`src/rtl/core/gccm_ram.sv`:
```
// Generic single-port RAM with registered read.
module gccm_ram #(
	parameter int unsigned WIDTH = 8,
	parameter int unsigned DEPTH = 16
) (
	input  logic                     clk,
	input  logic                     we,
	input  logic [$clog2(DEPTH)-1:0] addr,
	input  logic [WIDTH-1:0]         wdata,
	output logic [WIDTH-1:0]         rdata
);
	logic [WIDTH-1:0] mem [DEPTH];

	always_ff @(posedge clk) begin
		if (we) begin
			mem[addr] <= wdata;
		end
		rdata <= mem[addr];
	end
endmodule

```
`config.mk`:
```
export PLATFORM = sky130hd
export DESIGN_NAME = gccm_ram
export DESIGN_NICKNAME = d
export VERILOG_FILES = /design/src/rtl/core/gccm_ram.sv
export SDC_FILE = /design/constraint.sdc
export NUM_CORES = 1
export LEC_CHECK = 0
export BUFFER_PORTS_ARGS = -buffer_cell sky130_fd_sc_hd__clkbuf_2
export CORE_ASPECT_RATIO = 0.6
export CORE_MARGIN = 2
export CORE_UTILIZATION = 40
export DETAILED_ROUTE_END_ITERATION = 12
export GPL_TIMING_DRIVEN = 0
export PLACE_DENSITY_LB_ADDON = 0.2
export SLEW_MARGIN = 20
export SYNTH_ARGS = -nofsm -noshare
export SYNTH_HDL_FRONTEND = slang
export SYNTH_SLANG_ARGS = --single-unit
```
`constraint.sdc`:
```
create_clock -name clk -period 5 [get_ports clk]
set_clock_uncertainty 0.1 [all_clocks]
set_input_delay 1.25 -clock clk [delete_from_list [all_inputs] [get_ports clk]]
set_output_delay 1.25 -clock clk [all_outputs]
set_load 0.005 [all_outputs]
```
After elaboration in Yosys (flattened, before gate mapping)
Memory sizes are Yosys's and may differ from the RTL's. A register that Yosys moved wholly into a read port is not among the register bits.
Cells that the tools add are included.
- register bits after elaboration: 0
- memory bits (writable): 128
- memories: 1
- memories (memory ; depth ; width ; read ports ; clocked after Yosys merged registers in ; wr ports ; line ; text):
    mem ; 16 ; 8 ; 1 ; 1 ; 1 ; 12 ; logic [WIDTH-1:0] mem [DEPTH];
- mux-type cells: 2
- operators with widths (kind ; number):
    two-way mux 1 bit ; 2

Longest topological paths before layout
Gate-level depths: netlist of the first run.
- depth in word-level cells: 2
- depth in mapped cells: 5

Worst setup path before layout of the first run
OpenSTA, ideal clock, no wires.
- path type: input port to flip-flop
- start: input port addr[2]
- end: memory mem[0][0], enable pin
- setup time: 0.383 ns
- arrival: 2.360 ns
- setup slack: 2.157 ns
- stages on the path: 2
- path through: or3b_2 -> nor3_1
- RTL lines (element ; line ; text):
    start, declared ; 8 ; input logic [$clog2(DEPTH)-1:0] addr,
    end, declared ; 12 ;
Straight into the memory's write port.

Final worst setup path of the first run
- start: input port addr[1]
- end: memory mem[3][6], enable pin
Straight into the memory's write port.

==> run_results.csv, run 1 <==
group,metric,value,unit
status,status,"finished clean",
pwr,ir_drop,224,uV
synth,synth_cells,230,
pwr,p_total,2740,uW
floorplan,num_rows,31,
timing,relSlewSlack,41.5,%
pwr,pwr-share-clk,48.8,%
setup_path,critPathTopFamily,"simple AND/OR/NAND/NOR gates",
detailed_routing,vias,2363,
final_layout,layout-drive-gt1-share,32.0,%
cts,path_clk_slew,0.06,ns
timing,worstMarginPinSlew,0.874,ns
pwr,internal_power,2200,uW
floorplan,die_area,13600,um2
setup_path,cp-end-kind,"flip-flop",
synth,yosys.area.top_type_share,75.9,%
setup_path,r2r-end,"rdata[4]$_DFF_P_",
pwr,pwr_density_cell,456,nW/um2
timing,hold_violations,0,
detailed_routing,drtAntennaViolNets,0,
cts,ctsHoldBuffers,0,
cts,ctsResizeCount,0,
pwr,switching_share,19.7,%
setup_path,cp_num_buf_inv,2,
detailed_routing,first_pass_iters,4,
cts,clock_latency,0.41,ns
cts,cts_sinks,136,
global_routing,grt_first_pass_wirelength,15700,um
pwr,pwr-share-comb,4.5,%
floorplan,io_pins,22,
floorplan,die_y,91.2,um
cts,tritoncts,"built",
cts,cts_inserted_buffers,17,
setup_path,cp.arrival,2.99,ns
timing,rsz0062_at_grt,"false",
setup_path,start_kind,"input port",
cts,root_buffer,"clkbuf_16",
timing,setup_viol_count_final,0,
floorplan,initial_core_util,41.5,%
detailed_routing,via_per_inst,5.30,
global_routing,grt_antenna_before_repair,0,
synth,ys_top_cells_by_area,"edfxtp_1, mux4_2, dfxtp_1",
final_layout,diodes,0,
pwr,p_switching,541,uW
cts,cts_setup_buffers,0,
setup_path,path_max_fanout,10,
pwr,p_leak,0.00196,uW
setup_path,path_cells,"buf_2, buf_1, nand2_1, nor2_1",
synth,syn_avg_cell_area,22.0,um2
detailed_routing,post_drt_wl_per_cell,23.8,um
place,place.gp.congestion,0.780,
detailed_routing,drtIter0Drc,265,
timing,slew_viol_final,0,
global_routing,grt_pass1_vias,2427,
global_routing,grt_start_max_net_pins,17,
worst_hold_path,whs_path_depth,3,
setup_path,path_class,"in -> reg",
worst_hold_path,min_path_type,"reg -> reg",
synth,ys_seq_area_share,79.0,%
detailed_routing,drt_wl_total,10600,um
cts,cts_max_level,4,
place,dp.cells,414,
synth,ys_ff_latch,136,
worst_hold_path,hp-start,"mem[10][6]$_DFFE_PP_",
setup_path,required,4.93,ns
timing,fin_crit_sh,61.1,%
setup_path,slowest_delay,0.72,ns
setup_path,r2r_start,"mem[11][4]$_DFFE_PP_",
worst_hold_path,min_delay_worst_endpoint,"rdata[6]$_DFF_P_",
synth,syn_area,5070,um2
final_layout,final_area,6020,um2
place,hpwl,6860,um
timing,setup-tns-final,0,ns
synth,synthesis.nets,244,
setup_path,crit_slowest_cell,"nor2_1",
synth,yosys_warnings,0,
floorplan,core_area,12200,um2
final_layout,syn_to_final_growth,18.8,%
place,io_buffers,19,
place,place_area,5390,um2
pwr,seq_power_share,46.7,%
synth,yosysUniqueCellTypes,18,
timing,max_freq,327,MHz
detailed_routing,remaining_drc_errors,0,
synth,yosysTopAreaCell,"edfxtp_1",
setup_path,rr_worst_depth,3,
cts,clk_path_buf_depth,2,
flow_run,cap_violations,0,
floorplan,die_w,149,um
global_routing,grtUsageTotal,16.9,%
final_layout,fin_cells,446,
global_routing,grt_overflow_total,0,
setup_path,rrSetupSlack,3.46,ns
final_layout,final_nets,282,
timing,min_period,3.06,ns
-- cell type report --
cell class / count / area [um2]
fillers: 1012 / 6200
flip-flops and latches: 136 / 4000
multi-input cells: 83 / 1020
clock buffers: 18 / 429
well taps: 165 / 206
clock inverters: 14 / 204
repair buffers: 19 / 95.1
plain buffers: 11 / 60.1
-- synthesized netlist by cell type --
cell      count
buf_1         4
clkbuf_2      1
nand2b_1      2
mux4_2       32
a22oi_1      16
edfxtp_1    128
nand3_1       1
buf_2         2
buf_6         2
clkbuf_1      2
and2_1        1
nor3_1        4
or3b_2        1
nor2_1       13
nand3b_1      2
nor2b_1       2
nand2_1       9
dfxtp_1       8
-- stage by stage --
step	utilization (%)	setup WS, ns	hold WS (ns)
finish	49.3	1.94	0.599
global route	49.3	1.78	0.629
CTS	49.3	1.89	0.601
detailed placement	44.1	1.45	0.588
global placement	43.9	1.48	0.577
floorplan	-	2.16	0.535
-- power groups by stage --
| stage | Combinational [uW] | Clock [uW] | Sequential, uW |
|---|---|---|---|
| 2_1_floorplan | 65.7 | 0 | 1300 |
| 3_3_place_gp | 122 | 0 | 1300 |
| 3_5_place_dp | 125 | 0 | 1310 |
| 4_1_cts | 125 | 1360 | 1280 |
| 5_1_grt | 134 | 1410 | 1280 |
| 6_report | 124 | 1340 | 1280 |
-- flip-flops by register name, summed over array words and instances (netlist names) --
signal  cells
rdata       8
mem       128
-- worst max-delay path by stage --
| stage | start | to | slack, ns | cells past startpoint |
|---|---|---|---|---|
| after detailed placement | addr[1] | mem[10][4]$_DFFE_PP_ | 1.45 | 4 |
| after global routing | addr[1] | mem[10][2]$_DFFE_PP_ | 1.78 | 4 |
| after floorplan | addr[2] | mem[0][0]$_DFFE_PP_ | 2.16 | 2 |
| after global placement | addr[2] | mem[0][4]$_DFFE_PP_ | 1.48 | 3 |
| after CTS | addr[1] | mem[10][2]$_DFFE_PP_ | 1.89 | 4 |
| final | addr[1] | mem[3][6]$_DFFE_PP_ | 1.94 | 4 |
-- worst reg2reg max path: cells and delay by family (launching register included) --
family | cells | cell delay [ns]
simple gates | 1 | 0.14
flops | 1 | 0.37
mux | 1 | 0.52
compound gates | 1 | 0.27
-- logic make-up after synthesis --
kind of cell | share of synthesized area, %
DFF | 79.0
and+or+nand+nor | 3.21
muxes | 14.2
AOI/OAI and AO/OA | 2.37
buffers and inverters | 1.19
-- routing by layer --
metal  share of wire [%]  GRT usage (%)  vias to the layer above  wire length, um
met3                  11           5.08                       15             1130
li1                    -              -                     1038                -
met2                  43           22.9                       90             4550
met5                   0              0                        -                0
met4                 1.3           5.08                        0              134
met1                  45           26.1                     1220             4800
-- cell usage in the layout (no fill, tap or decap), types with 3 or more instances in the layout --
cell	synthesis	routed
dfxtp_1	8	8
nand2_1	9	9
nor3_2	0	4
bufinv_16	0	5
buf_1	4	4
edfxtp_1	128	128
a22oi_1	16	16
mux4_2	32	32
clkbuf_1	2	3
clkbuf_16	0	17
clkbuf_2	1	20
clkinv_2	0	4
nor2_1	13	13
Note: power is estimated with default switching activity, not from simulation.
==> run 2: changes to the inputs <==
Settings changed: ABC_AREA from default to 1.
Clock period 5 ns to 2.86 ns, I/O delays scaled along.
==> run_results.csv, run 2 <==
group,metric,value,unit
cts,cts_inserted_buffers,17,
timing,hold_violations,0,
floorplan,num_rows,33,
detailed_routing,drtAntennaViolNets,0,
final_layout,final_nets,601,
cts,clk_path_buf_depth,2,
synth,ys_ff_latch,136,
final_layout,regMostFlops,"mem",
cts,tritoncts,"built",
cts,clock_latency,0.42,ns
synth,yosys_warnings,0,
global_routing,grt_start_max_net_pins,17,
setup_path,path_max_fanout,10,
floorplan,io_pins,22,
worst_hold_path,min_path_type,"reg -> reg",
global_routing,grt_overflow_total,0,
cts,path_clk_slew,0.05,ns
floorplan,die_area,15000,um2
setup_path,path_class,"in -> reg",
final_layout,final_area,6520,um2
final_layout,syn_to_final_growth,16.6,%
place,io_buffers,20,
detailed_routing,remaining_drc_errors,0,
floorplan,initial_core_util,40.9,%
cts,ctsHoldBuffers,0,
final_layout,fillers,1246,
synth,synthFlopType,"edfxtp_1",
floorplan,die_y,95.6,um
place,hpwl,8480,um
synth,yosysMostFrequentCell,"nand2_1",
timing,setup-tns-final,0,ns
synth,yosysUniqueCellTypes,11,
worst_hold_path,whs_path_depth,8,
timing,setup_viol_count_final,0,
synth,ys_seq_area_share,71.6,%
cts,cts_max_level,4,
detailed_routing,drtIter0Drc,317,
cts,root_buffer,"clkbuf_16",
setup_path,cp.arrival,2.41,ns
timing,min_period,2.48,ns
synth,synthesis.nets,562,
synth,synth_edf_count,128,
final_layout,seqCellArea,4000,um2
global_routing,grt_antenna_before_repair,0,
synth,yosys.area.top_type_share,68.7,%
floorplan,core_area,13700,um2
final_layout,diodes,0,
setup_path,required,2.80,ns
setup_path,cp-end-kind,"flip-flop",
detailed_routing,drt_wl_total,12900,um
detailed_routing,post_drt_wl_per_cell,16.3,um
final_layout,top_regs,"mem (128), rdata (8)",
detailed_routing,first_pass_iters,5,
detailed_routing,via_per_inst,4.70,
cts,cts_setup_buffers,0,
setup_path,rrSetupSlack,1.71,ns
synth,ys_top_cells_by_area,"edfxtp_1, nand2_1, dfxtp_1",
place,place_area,5930,um2
final_layout,largest_reg_flops,128,
final_layout,final_common_cell,"nand2_1",
final_layout,mostFrequentLayoutCells,"nand2_1, edfxtp_1, inv_1",
synth,yosysTopAreaCell,"edfxtp_1",
timing,max_freq,404,MHz
timing,fin_crit_sh,86.5,%
synth,synth_common_cells,"nand2_1, edfxtp_1, inv_1",
timing,rsz0062_at_grt,"false",
timing,relSlewSlack,43.5,%
synth,syn_area,5590,um2
setup_path,rr_worst_depth,8,
timing,worstMarginPinSlew,0.844,ns
global_routing,grtUsageTotal,18.8,%
global_routing,grt_first_pass_wirelength,19900,um
place,dp.cells,760,
cts,ctsResizeCount,0,
cts,cts_sinks,136,
final_layout,layout-drive-gt1-share,11.2,%
place,dp_slack,-0.00380,ns
pwr,ir_drop,393,uV
setup_path,start_kind,"input port",
detailed_routing,vias,3720,
flow_run,cap_violations,0,
final_layout,fin_cells,792,
timing,slew_viol_final,0,
place,place.gp.congestion,0.824,
timing,hold_slack,0.615,ns
floorplan,die_w,157,um
synth,synth_cells,548,
pwr,p_leak,0.00279,uW
status,status,"finished clean",
synth,async_flop_share,0,%
global_routing,grt_pass1_vias,3519,
timing,timing.final.ws_setup,0.385,ns
pwr,pwr_density_cell,719,nW/um2
final_layout,multiInputGateArea,1390,um2
synth,syn_avg_cell_area,10.2,um2
run 2: cell families (layout without fill, tap and decap cells):
logic type / count (synthesis) / count (layout) / synth area share, %
buffers and inverters: 44 / 96 / 3.62
and+or+nand+nor: 368 / 368 / 24.8
DFF: 136 / 136 / 71.6
run 2: per-layer routing:
metal	wire [um]	global-route usage [%]	vias to the layer above
met1	6430	27.9	1743
li1	-	-	1833
met3	878	4.18	18
met5	0	0	-
met4	177	6.65	0
met2	5440	27.2	126
run 2: power by group:
group | internal, uW | switching [uW]
Sequential | 2230 | 11.2
Clock | 1360 | 810
Combinational | 75.7 | 201
Total | 3670 | 1020
run 2: layout make-up:
cell class              count  area share, %
flip-flops and latches    136           61.4
clock buffers              19           6.64
clock inverters            13           2.36
plain buffers              21           1.78
multi-input cells         368           21.3
repair buffers             20           1.54
well taps                 192           3.68
inverters                  23           1.32
run 2: worst paths after layout:
path,from,end
worst min register to register,mem[10][6]$_DFFE_PP_,rdata[6]$_DFF_P_
worst max-delay path,addr[1],mem[6][7]$_DFFE_PP_
worst max register to register,mem[15][0]$_DFFE_PP_,rdata[0]$_DFF_P_
worst min-delay path,mem[10][6]$_DFFE_PP_,rdata[6]$_DFF_P_
run 2: stage by stage:
stage	utilization, %	power (uW)
6_report	47.7	4690
5_1_grt	47.7	4840
4_1_cts	47.7	4720
3_5_place_dp	43.4	2560
3_3_place_gp	43.4	2550
2_1_floorplan	-	2440
run 2: worst max-delay path: stages:
cell and delay (ns):
buf_2 0.21, clkbuf_1 0.43, nand3_1 0.32, nor2_1 0.73
